### src/rtl/core/bgrhsv_pkg.sv
`default_nettype none
package bgrhsv_pkg;

	localparam int unsigned PIX_W     = 8;
	localparam int unsigned SUM_W     = PIX_W + 1;
	localparam int unsigned N_W       = 11;
	localparam int unsigned DVD_W     = 19;
	localparam int unsigned DVS_W     = 11;
	localparam int unsigned QUO_W     = 8;
	localparam int unsigned DIV_STEPS = QUO_W;

	localparam logic [SUM_W-1:0] FULL_SCALE = 9'd255;

	localparam int unsigned PADDR_W = 3;
	localparam int unsigned PDATA_W = 32;

	localparam logic REG_IDX_MODE = 1'b0;
	localparam logic MODE_HSV     = 1'b0;
	localparam logic MODE_HSL     = 1'b1;

	typedef enum logic [2:0] {
		SEC_RED   = 3'b001,
		SEC_GREEN = 3'b010,
		SEC_BLUE  = 3'b100
	} sector_t;

	typedef struct packed {
		logic             hue_zero;
		logic             sat_zero;
		logic [PIX_W-1:0] bri;
	} side_t;

endpackage
`default_nettype wire

### src/rtl/core/bgrhsv_in_if.sv
`default_nettype none
interface bgrhsv_in_if;
	logic                         valid;
	logic                         ready;
	logic [bgrhsv_pkg::PIX_W-1:0] blue;
	logic [bgrhsv_pkg::PIX_W-1:0] green;
	logic [bgrhsv_pkg::PIX_W-1:0] red;

	modport source (output valid, output blue, output green, output red, input ready);
	modport sink (input valid, input blue, input green, input red, output ready);
endinterface
`default_nettype wire

### src/rtl/core/bgrhsv_out_if.sv
`default_nettype none
interface bgrhsv_out_if;
	logic                         valid;
	logic                         ready;
	logic [bgrhsv_pkg::PIX_W-1:0] hue;
	logic [bgrhsv_pkg::PIX_W-1:0] saturation;
	logic [bgrhsv_pkg::PIX_W-1:0] brightness;

	modport source (output valid, output hue, output saturation, output brightness, input ready);
	modport sink (input valid, input hue, input saturation, input brightness, output ready);
endinterface
`default_nettype wire

### src/rtl/core/bgrhsv_div.sv
`default_nettype none
module bgrhsv_div (
	input  wire logic                         clk,
	input  wire logic                         en,
	input  wire logic [bgrhsv_pkg::DVD_W-1:0] dividend,
	input  wire logic [bgrhsv_pkg::DVS_W-1:0] divisor,
	output logic      [bgrhsv_pkg::QUO_W-1:0] quotient
);

	localparam int unsigned STEPS = bgrhsv_pkg::DIV_STEPS;
	localparam int unsigned DVD_W = bgrhsv_pkg::DVD_W;
	localparam int unsigned DVS_W = bgrhsv_pkg::DVS_W;
	localparam int unsigned QUO_W = bgrhsv_pkg::QUO_W;

	// restoring division, one quotient bit per stage, msb first
	logic [DVD_W-1:0] rem_sd [STEPS-1];
	logic [DVS_W-1:0] dvs_sd [STEPS-1];
	logic [QUO_W-1:0] quo_sd [STEPS];

	genvar k;
	generate
		for (k = 0; k < STEPS; k++) begin : g_step
			localparam int unsigned SH = STEPS - 1 - k;
			logic [DVD_W-1:0] rem_in;
			logic [DVS_W-1:0] dvs_in;
			logic [QUO_W-1:0] quo_in;
			logic [DVD_W:0]   trial;

			if (k == 0) begin : g_first
				assign rem_in = dividend;
				assign dvs_in = divisor;
				assign quo_in = '0;
			end else begin : g_next
				assign rem_in = rem_sd[k-1];
				assign dvs_in = dvs_sd[k-1];
				assign quo_in = quo_sd[k-1];
			end

			assign trial = {1'b0, rem_in} - ((DVD_W+1)'(dvs_in) << SH);

			always_ff @(posedge clk) begin
				if (en) begin
					quo_sd[k] <= {quo_in[QUO_W-2:0], ~trial[DVD_W]};
				end
			end

			if (k < STEPS - 1) begin : g_carry
				always_ff @(posedge clk) begin
					if (en) begin
						rem_sd[k] <= trial[DVD_W] ? rem_in : trial[DVD_W-1:0];
						dvs_sd[k] <= dvs_in;
					end
				end
			end
		end
	endgenerate

	assign quotient = quo_sd[STEPS-1];

endmodule
`default_nettype wire

### src/rtl/core/bgr_to_hsv_hsl_pixel_core.sv
// BGR pixel to HSV / HSL converter, all fields on a 0..255 scale.
// pix_in takes one blue, green, red word per valid/ready handshake;
// pix_out gives one hue, saturation, brightness word for each of them,
// in order. The APB port holds one register, mode (0 = HSV, 1 = HSL),
// at byte address 0; pready is always high and writes take effect at
// the access cycle. Change mode only while no pixel is in flight.
// A pixel accepted on pix_in passes three front stages (max/min,
// sector offset and chroma, scaling by 255), eight restoring divider
// stages, each resolving one quotient bit for hue and saturation in
// parallel, and the output register before it shows on pix_out.
// Throughput: one pixel per clock while pix_out is taken.
// When the receiver holds ready low with a word waiting, the whole pipe
// freezes and pix_in.ready drops in the same cycle; nothing is lost or
// repeated, and the pipe moves on as soon as the word is taken.
// Reset clears mode to HSV and empties the pipe; no clearing pass.
`default_nettype none
module bgr_to_hsv_hsl_pixel_core (
	input  wire logic                           clk,
	input  wire logic                           arst_n,
	bgrhsv_in_if.sink                           pix_in,
	bgrhsv_out_if.source                        pix_out,
	input  wire logic                           psel,
	input  wire logic                           penable,
	input  wire logic                           pwrite,
	input  wire logic [bgrhsv_pkg::PADDR_W-1:0] paddr,
	input  wire logic [bgrhsv_pkg::PDATA_W-1:0] pwdata,
	output logic      [bgrhsv_pkg::PDATA_W-1:0] prdata,
	output logic                                pready
);

	localparam int unsigned PIX_W = bgrhsv_pkg::PIX_W;
	localparam int unsigned SUM_W = bgrhsv_pkg::SUM_W;
	localparam int unsigned N_W   = bgrhsv_pkg::N_W;
	localparam int unsigned DVD_W = bgrhsv_pkg::DVD_W;
	localparam int unsigned DVS_W = bgrhsv_pkg::DVS_W;
	localparam int unsigned QUO_W = bgrhsv_pkg::QUO_W;
	localparam int unsigned STEPS = bgrhsv_pkg::DIV_STEPS;

	// config register
	logic mode_q;
	logic reg_sel;

	assign pready  = 1'b1;
	assign reg_sel = (paddr[bgrhsv_pkg::PADDR_W-1] == bgrhsv_pkg::REG_IDX_MODE);
	assign prdata  = reg_sel ? bgrhsv_pkg::PDATA_W'(mode_q) : '0;

	always_ff @(posedge clk or negedge arst_n) begin
		if (!arst_n) begin
			mode_q <= bgrhsv_pkg::MODE_HSV;
		end else if (psel && penable && pwrite && pready && reg_sel) begin
			mode_q <= pwdata[0];
		end
	end

	// global advance: the pipe moves whenever the output word can move
	logic en;
	assign en           = !pix_out.valid || pix_out.ready;
	assign pix_in.ready = en;

	// stage 1: max, min, sector
	logic                    valid_s1;
	logic [PIX_W-1:0]        blu_s1, grn_s1, red_s1, mx_s1, mn_s1;
	bgrhsv_pkg::sector_t     sec_s1;
	logic [PIX_W-1:0]        mx_c, mn_c, mx_bg, mn_bg;
	bgrhsv_pkg::sector_t     sec_c;

	always_comb begin
		mx_bg = (pix_in.blue > pix_in.green) ? pix_in.blue : pix_in.green;
		mn_bg = (pix_in.blue < pix_in.green) ? pix_in.blue : pix_in.green;
		mx_c  = (mx_bg > pix_in.red) ? mx_bg : pix_in.red;
		mn_c  = (mn_bg < pix_in.red) ? mn_bg : pix_in.red;
		priority if (pix_in.blue == mx_c) begin
			sec_c = bgrhsv_pkg::SEC_BLUE;
		end else if (pix_in.green == mx_c) begin
			sec_c = bgrhsv_pkg::SEC_GREEN;
		end else begin
			sec_c = bgrhsv_pkg::SEC_RED;
		end
	end

	always_ff @(posedge clk or negedge arst_n) begin
		if (!arst_n) begin
			valid_s1 <= 1'b0;
		end else if (en) begin
			valid_s1 <= pix_in.valid;
		end
	end

	always_ff @(posedge clk) begin
		if (en) begin
			blu_s1 <= pix_in.blue;
			grn_s1 <= pix_in.green;
			red_s1 <= pix_in.red;
			mx_s1  <= mx_c;
			mn_s1  <= mn_c;
			sec_s1 <= sec_c;
		end
	end

	// stage 2: chroma, sector offset, saturation divisor, brightness
	logic                    valid_s2;
	logic [PIX_W-1:0]        c_s2;
	logic [N_W-1:0]          n_s2;
	logic [PIX_W-1:0]        sdvs_s2;
	bgrhsv_pkg::side_t       side_s2;
	logic [PIX_W-1:0]        c_c;
	logic [N_W-1:0]          c2_c, c4_c, c6_c, n_c;
	logic [SUM_W-1:0]        sum_c, dev_c, den9_c;
	logic [PIX_W-1:0]        den_c, sdvs_c;
	bgrhsv_pkg::side_t       side_c;

	always_comb begin
		c_c   = mx_s1 - mn_s1;
		c2_c  = N_W'(c_c) << 1;
		c4_c  = N_W'(c_c) << 2;
		c6_c  = c4_c + c2_c;
		unique case (sec_s1)
			bgrhsv_pkg::SEC_BLUE:  n_c = N_W'(red_s1) + c4_c - N_W'(grn_s1);
			bgrhsv_pkg::SEC_GREEN: n_c = N_W'(blu_s1) + c2_c - N_W'(red_s1);
			bgrhsv_pkg::SEC_RED: begin
				if (grn_s1 >= blu_s1) begin
					n_c = N_W'(grn_s1) - N_W'(blu_s1);
				end else begin
					n_c = N_W'(grn_s1) + c6_c - N_W'(blu_s1);
				end
			end
			default: n_c = '0;
		endcase
		sum_c  = SUM_W'(mx_s1) + SUM_W'(mn_s1);
		dev_c  = (sum_c >= bgrhsv_pkg::FULL_SCALE) ? sum_c - bgrhsv_pkg::FULL_SCALE
		                                           : bgrhsv_pkg::FULL_SCALE - sum_c;
		den9_c = bgrhsv_pkg::FULL_SCALE - dev_c;
		den_c  = den9_c[PIX_W-1:0];
		side_c.hue_zero = (c_c == '0);
		if (mode_q == bgrhsv_pkg::MODE_HSL) begin
			sdvs_c          = den_c;
			side_c.bri      = sum_c[SUM_W-1:1];
			side_c.sat_zero = (c_c == '0) || (den_c == '0);
		end else begin
			sdvs_c          = mx_s1;
			side_c.bri      = mx_s1;
			side_c.sat_zero = (c_c == '0);
		end
	end

	always_ff @(posedge clk or negedge arst_n) begin
		if (!arst_n) begin
			valid_s2 <= 1'b0;
		end else if (en) begin
			valid_s2 <= valid_s1;
		end
	end

	always_ff @(posedge clk) begin
		if (en) begin
			c_s2    <= c_c;
			n_s2    <= n_c;
			sdvs_s2 <= sdvs_c;
			side_s2 <= side_c;
		end
	end

	// stage 3: dividends scaled by 255, divisors
	logic                    valid_s3;
	logic [DVD_W-1:0]        hdvd_s3, sdvd_s3;
	logic [DVS_W-1:0]        hdvs_s3, sdvs_s3;
	bgrhsv_pkg::side_t       side_s3;

	always_ff @(posedge clk or negedge arst_n) begin
		if (!arst_n) begin
			valid_s3 <= 1'b0;
		end else if (en) begin
			valid_s3 <= valid_s2;
		end
	end

	always_ff @(posedge clk) begin
		if (en) begin
			hdvd_s3 <= (DVD_W'(n_s2) << PIX_W) - DVD_W'(n_s2);
			sdvd_s3 <= (DVD_W'(c_s2) << PIX_W) - DVD_W'(c_s2);
			hdvs_s3 <= (DVS_W'(c_s2) << 2) + (DVS_W'(c_s2) << 1);
			sdvs_s3 <= DVS_W'(sdvs_s2);
			side_s3 <= side_s2;
		end
	end

	// divider stages
	logic [QUO_W-1:0] hue_quo, sat_quo;

	bgrhsv_div u_hue_div (
		.clk      (clk),
		.en       (en),
		.dividend (hdvd_s3),
		.divisor  (hdvs_s3),
		.quotient (hue_quo)
	);

	bgrhsv_div u_sat_div (
		.clk      (clk),
		.en       (en),
		.dividend (sdvd_s3),
		.divisor  (sdvs_s3),
		.quotient (sat_quo)
	);

	logic              valid_sd [STEPS];
	bgrhsv_pkg::side_t side_sd  [STEPS];

	always_ff @(posedge clk or negedge arst_n) begin
		if (!arst_n) begin
			for (int i = 0; i < STEPS; i++) begin
				valid_sd[i] <= 1'b0;
			end
		end else if (en) begin
			valid_sd[0] <= valid_s3;
			for (int i = 1; i < STEPS; i++) begin
				valid_sd[i] <= valid_sd[i-1];
			end
		end
	end

	always_ff @(posedge clk) begin
		if (en) begin
			side_sd[0] <= side_s3;
			for (int i = 1; i < STEPS; i++) begin
				side_sd[i] <= side_sd[i-1];
			end
		end
	end

	// output register
	logic             valid_so;
	logic [PIX_W-1:0] hue_so, sat_so, bri_so;

	always_ff @(posedge clk or negedge arst_n) begin
		if (!arst_n) begin
			valid_so <= 1'b0;
		end else if (en) begin
			valid_so <= valid_sd[STEPS-1];
		end
	end

	always_ff @(posedge clk) begin
		if (en) begin
			hue_so <= side_sd[STEPS-1].hue_zero ? '0 : PIX_W'(hue_quo);
			sat_so <= side_sd[STEPS-1].sat_zero ? '0 : PIX_W'(sat_quo);
			bri_so <= side_sd[STEPS-1].bri;
		end
	end

	assign pix_out.valid      = valid_so;
	assign pix_out.hue        = hue_so;
	assign pix_out.saturation = sat_so;
	assign pix_out.brightness = bri_so;

`ifndef ASSERT_OFF
	a_accept_enters: assert property (@(posedge clk) disable iff (!arst_n)
		pix_in.valid && pix_in.ready |=> valid_s1)
		else $error("accepted word did not enter the pipe");

	a_hue_fits: assert property (@(posedge clk) disable iff (!arst_n)
		valid_s3 && !side_s3.hue_zero |-> hdvd_s3 < {hdvs_s3, 8'h00})
		else $error("hue quotient would overflow the divider");

	a_sat_fits: assert property (@(posedge clk) disable iff (!arst_n)
		valid_s3 && !side_s3.sat_zero |-> sdvd_s3 < {sdvs_s3, 8'h00})
		else $error("saturation quotient would overflow the divider");

	a_hsv_black: assert property (@(posedge clk) disable iff (!arst_n)
		pix_out.valid && (mode_q == bgrhsv_pkg::MODE_HSV) && (pix_out.brightness == '0)
		|-> (pix_out.saturation == '0) && (pix_out.hue == '0))
		else $error("black pixel with nonzero hue or saturation");
`endif

endmodule
`default_nettype wire
### src/flat_wrapper.sv
// flat-port wrapper written by rule: the top's interface ports become plain ports
module bgr_to_hsv_hsl_pixel_core_flat 
  (clk, arst_n, psel, penable, pwrite, paddr, pwdata, prdata, pready, pix_in_valid, pix_in_blue, pix_in_green, pix_in_red, pix_in_ready, pix_out_valid, pix_out_hue, pix_out_saturation, pix_out_brightness, pix_out_ready);
  bgrhsv_in_if pix_in_i ();
  bgrhsv_out_if pix_out_i ();
  input  wire logic clk;
  input  wire logic arst_n;
  input  wire logic psel;
  input  wire logic penable;
  input  wire logic pwrite;
  input  wire logic [bgrhsv_pkg::PADDR_W-1:0] paddr;
  input  wire logic [bgrhsv_pkg::PDATA_W-1:0] pwdata;
  output logic      [bgrhsv_pkg::PDATA_W-1:0] prdata;
  output logic pready;
  input wire logic [$bits(pix_in_i.valid)-1:0] pix_in_valid;
  input wire logic [$bits(pix_in_i.blue)-1:0] pix_in_blue;
  input wire logic [$bits(pix_in_i.green)-1:0] pix_in_green;
  input wire logic [$bits(pix_in_i.red)-1:0] pix_in_red;
  output wire logic [$bits(pix_in_i.ready)-1:0] pix_in_ready;
  output wire logic [$bits(pix_out_i.valid)-1:0] pix_out_valid;
  output wire logic [$bits(pix_out_i.hue)-1:0] pix_out_hue;
  output wire logic [$bits(pix_out_i.saturation)-1:0] pix_out_saturation;
  output wire logic [$bits(pix_out_i.brightness)-1:0] pix_out_brightness;
  input wire logic [$bits(pix_out_i.ready)-1:0] pix_out_ready;
  assign pix_in_i.valid = pix_in_valid;
  assign pix_in_i.blue = pix_in_blue;
  assign pix_in_i.green = pix_in_green;
  assign pix_in_i.red = pix_in_red;
  assign pix_in_ready = pix_in_i.ready;
  assign pix_out_valid = pix_out_i.valid;
  assign pix_out_hue = pix_out_i.hue;
  assign pix_out_saturation = pix_out_i.saturation;
  assign pix_out_brightness = pix_out_i.brightness;
  assign pix_out_i.ready = pix_out_ready;
  bgr_to_hsv_hsl_pixel_core u_core (.clk(clk), .arst_n(arst_n), .pix_in(pix_in_i), .pix_out(pix_out_i), .psel(psel), .penable(penable), .pwrite(pwrite), .paddr(paddr), .pwdata(pwdata), .prdata(prdata), .pready(pready));
endmodule
### config.mk
export PLATFORM = sky130hd
export DESIGN_NAME = bgr_to_hsv_hsl_pixel_core_flat
export DESIGN_NICKNAME = d
export VERILOG_FILES = /design/src/rtl/core/bgrhsv_pkg.sv /design/src/rtl/core/bgrhsv_in_if.sv /design/src/rtl/core/bgrhsv_out_if.sv /design/src/rtl/core/bgrhsv_div.sv /design/src/rtl/core/bgr_to_hsv_hsl_pixel_core.sv /design/src/flat_wrapper.sv
export SDC_FILE = /design/constraint.sdc
export NUM_CORES = 1
export LEC_CHECK = 0
export ABC_AREA = 0
export BUFFER_PORTS_ARGS = -buffer_cell sky130_fd_sc_hd__buf_2
export CAP_MARGIN = 10
export CELL_PAD_IN_SITES_DETAIL_PLACEMENT = 0
export CELL_PAD_IN_SITES_GLOBAL_PLACEMENT = 1
export CORE_ASPECT_RATIO = 0.8
export CORE_MARGIN = 2
export CORE_UTILIZATION = 30
export CTS_CLUSTER_DIAMETER = 40
export DETAILED_ROUTE_END_ITERATION = 10
export PLACE_DENSITY_LB_ADDON = 0.1
export SETUP_SLACK_MARGIN = 0.3
export SLEW_MARGIN = 0
export SYNTH_ARGS = -nofsm -noshare
export SYNTH_HDL_FRONTEND = slang
export SYNTH_SLANG_ARGS = --single-unit
### constraint.sdc
create_clock -name clk -period 36.1 [get_ports clk]
set_input_delay 9.025 -clock clk [delete_from_list [all_inputs] [get_ports clk]]
set_output_delay 9.025 -clock clk [all_outputs]
set_load 0.02 [all_outputs]
==> run metrics <==
Reg2Reg Depth=17; drt initial violations=883; TritonCTS Buffers=119; grt ovf=0; status=finished, final reports clean; GRT Overall Usage=11.6%; asr flop ratio synth=1.85%; Post-CTS Hold Buffers=0; RSZ-0062 raised after global routing=false; Synth Flop Type=edfxtp_1; Final Cycle Share=52.3%; buffer and inverter count on the worst path=2; largest cells by area after synthesis=edfxtp_1 (57%), ha_1 (8.8%), inv_1 (3.3%); # fillers=11700; worst-skew pair later-pin latency=0.74 ns; Hold Crit Start=u_core.side_s3[7]; drt drc=0; Fin. Hold Viols=0; # diodes=0; met1 Use GR=14.6%; crit path cell chain=buf_2 -> nand2b_4 -> buf_2; maxcap violations=0; Sum Neg Setup Slack=0 ns; critical path capture point type=output port; Yosys cell types=95; Synth area leader=edfxtp_1; pin count of the biggest net entering global routing=95; hold path cells=0; post-synthesis register bit count=702; Std-Cell Rows=114; grt peak-use layer=met2; die area=124000 um^2; Setup Viol. Count Final=0; antenna viol nets, final=0; Top Ports=125; nets=3477; register area share after synthesis=57.7%; clk root buf=clkbuf_16; worst-margin pin slew=1.17 ns; first-pass GRT wire length=116000 um; area grow syn2layout=17.0%; Yosys Warn Count=0; max_slew headroom=22.3%; Worst EP arrival=9.86 ns; drt total wl=72100 um; Netlist Area Pre-Place=36400 um^2; core area=121000 um^2; Post-synth EDFFs=689; critical path type=primary input to output port; Clock Pin Slew Worst Setup and Hold Paths=0.05 ns; antenna violations before repair=0; Routability Congestion=0.827; fmax=53.0 MHz; post-layout min period=18.88 ns; most instantiated cells after synthesis=edfxtp_1 (689), inv_1 (325), ha_1 (256), nand2_1 (209), o21ai_0 (199); post-synth top area share=56.8%; critical path launch point type=primary input; Fin Clk Skew=0.0531 ns; Reg2Reg Setup Slack=30.96 ns; port bufs=59; Multi-input gate area=13900 um^2; fraction of layout cells with a size suffix above 1=11.8%; Crit path top cell by count=buf_2; Crit Reg-Reg Startpoint=u_core.mx_s1[0]; CTS tree=built; clk sinks=702; CP top delay family=simple AND/OR/NAND/NOR gates; Post-Syn Instances=2965; met3 global-route usage=2.63%; via count=21600; slowest stage delay, CP=0.47 ns; vias in the first global route=22000; Register Area=21000 um^2; Min-Delay Path Class=flip-flop to flip-flop; mean number of vias per cell=4.46; met2 Resource Use GR=19.2%; CP max stage cell=nand2b_4; Pre-antenna DRT Iters=4; Critical Path Fanout Max=37; Post-CTS Repair Setup Buffers=0; Crit. path cell count=3; post_cts resized=0; Hold Crit Endpoint=u_core.side_sd[0][7]; Mean Syn Cell Area=12.3 um^2; starting density of the core=30.2%; clk buf depth=3; WL/cell=14.9 um; Chip Width=394 um; Die Ht=316 um; Crit Reg-Reg Endpoint=u_core.n_s2[9]; Worst Path Required=27.07 ns; DP HPWL=52400 um; top-count cell post-synth=edfxtp_1; fin. max-slew vios=0; H-tree levels=3
==> worst max-delay path by stage <==
| stage | startpoint | endpoint | slack (ns) |
|---|---|---|---|
| after global routing | pix_out_ready | pix_in_ready | 17.10 |
| final | pix_out_ready | pix_in_ready | 17.22 |
| after floorplan | pix_out_ready | pix_in_ready | 1.17 |
| after detailed placement | pix_out_ready | pix_in_ready | 17.15 |
| after CTS | pix_out_ready | pix_in_ready | 17.14 |
| after global placement | pix_out_ready | pix_in_ready | 17.15 |
==> worst register-to-register path, cell delays in order (launching register included) <==
cell and delay, ns:
edfxtp_1 0.43, inv_1 0.08, ha_1 0.18, inv_1 0.06, fa_1 0.40, xor2_1 0.75
fa_1 0.55, inv_1 0.09, fa_1 0.41, inv_1 0.11, ha_1 0.24, a21o_1 0.19
a21oi_1 0.34, o21ai_0 0.20, o41ai_1 0.34, xnor2_1 0.19, a21o_1 0.15, o221ai_1 0.14
==> metal layers <==
layer	share of wire, %	up-vias
met5	0	-
met4	3.8	0
met1	46	10100
li1	-	11000
met2	47	316
met3	3.6	186
==> stage by stage <==
step	utilization (%)	instances	area (um^2)	setup WS [ns]	hold slack, ns
finish	35.3	4845	42600	17.22	0.384
global route	35.3	4845	42600	17.10	0.391
CTS	35.3	4845	42600	17.14	0.377
detailed placement	32.0	4620	38600	17.15	0.405
global placement	32.0	4619	38600	17.15	0.400
floorplan	-	2996	36600	1.17	0.400
==> flip-flops by register name, indices dropped and copies added, names as in the netlist, 10 cells and up <==
| signal | cells |
|---|---|
| u_core.side_sd | 80 |
| u_core.u_hue_div.rem_sd | 126 |
| u_core.sdvd_s3 | 17 |
| u_core.u_sat_div.rem_sd | 133 |
| u_core.n_s2 | 11 |
| u_core.u_sat_div.quo_sd | 36 |
| u_core.u_hue_div.quo_sd | 36 |
| u_core.side_s3 | 10 |
| u_core.u_hue_div.dvs_sd | 57 |
| u_core.hdvd_s3 | 18 |
| u_core.u_sat_div.dvs_sd | 56 |
| u_core.side_s2 | 10 |
==> cell usage in the layout (no fill, tap or decap), drive strengths merged, types with 25 or more instances in the layout <==
cell type | Yosys | routed
xor2 | 81 | 81
a21oi | 124 | 124
nand2b | 46 | 46
a21boi | 27 | 27
nor2 | 167 | 167
xnor2 | 126 | 126
clkinv | 0 | 40
conb | 2 | 33
nor4 | 25 | 25
nor3 | 83 | 83
o21ai | 204 | 204
ha | 256 | 256
fa | 38 | 38
buf | 50 | 77
edfxtp | 689 | 689
nor2b | 70 | 70
a21o | 50 | 50
nand2 | 209 | 209
mux2 | 43 | 43
clkbuf | 27 | 133
nand3 | 30 | 30
inv | 326 | 356
==> area by class of cell <==
class | count | area share [%]
Multi-Input combinational cell | 1891 | 32.6
Inverter | 326 | 2.87
Tap cell | 1624 | 4.76
Timing Repair Buffer | 77 | 1.01
Clock inverter | 92 | 2.30
Clock buffer | 133 | 7.21
Sequential cell | 702 | 49.3
==> kinds of logic after synthesis <==
kind of cell | share of synthesized area, %
compound gates | 10.0
flops | 57.7
fa+ha+maj | 10.9
buf+inv | 4.62
mux | 1.74
simple gates | 9.90
xor+xnor | 5.14
other cells | 0.0206
Power is left out: the tool's default activity adds up to more than one toggle a clock period on the data nets, which glitch-free logic cannot reach.
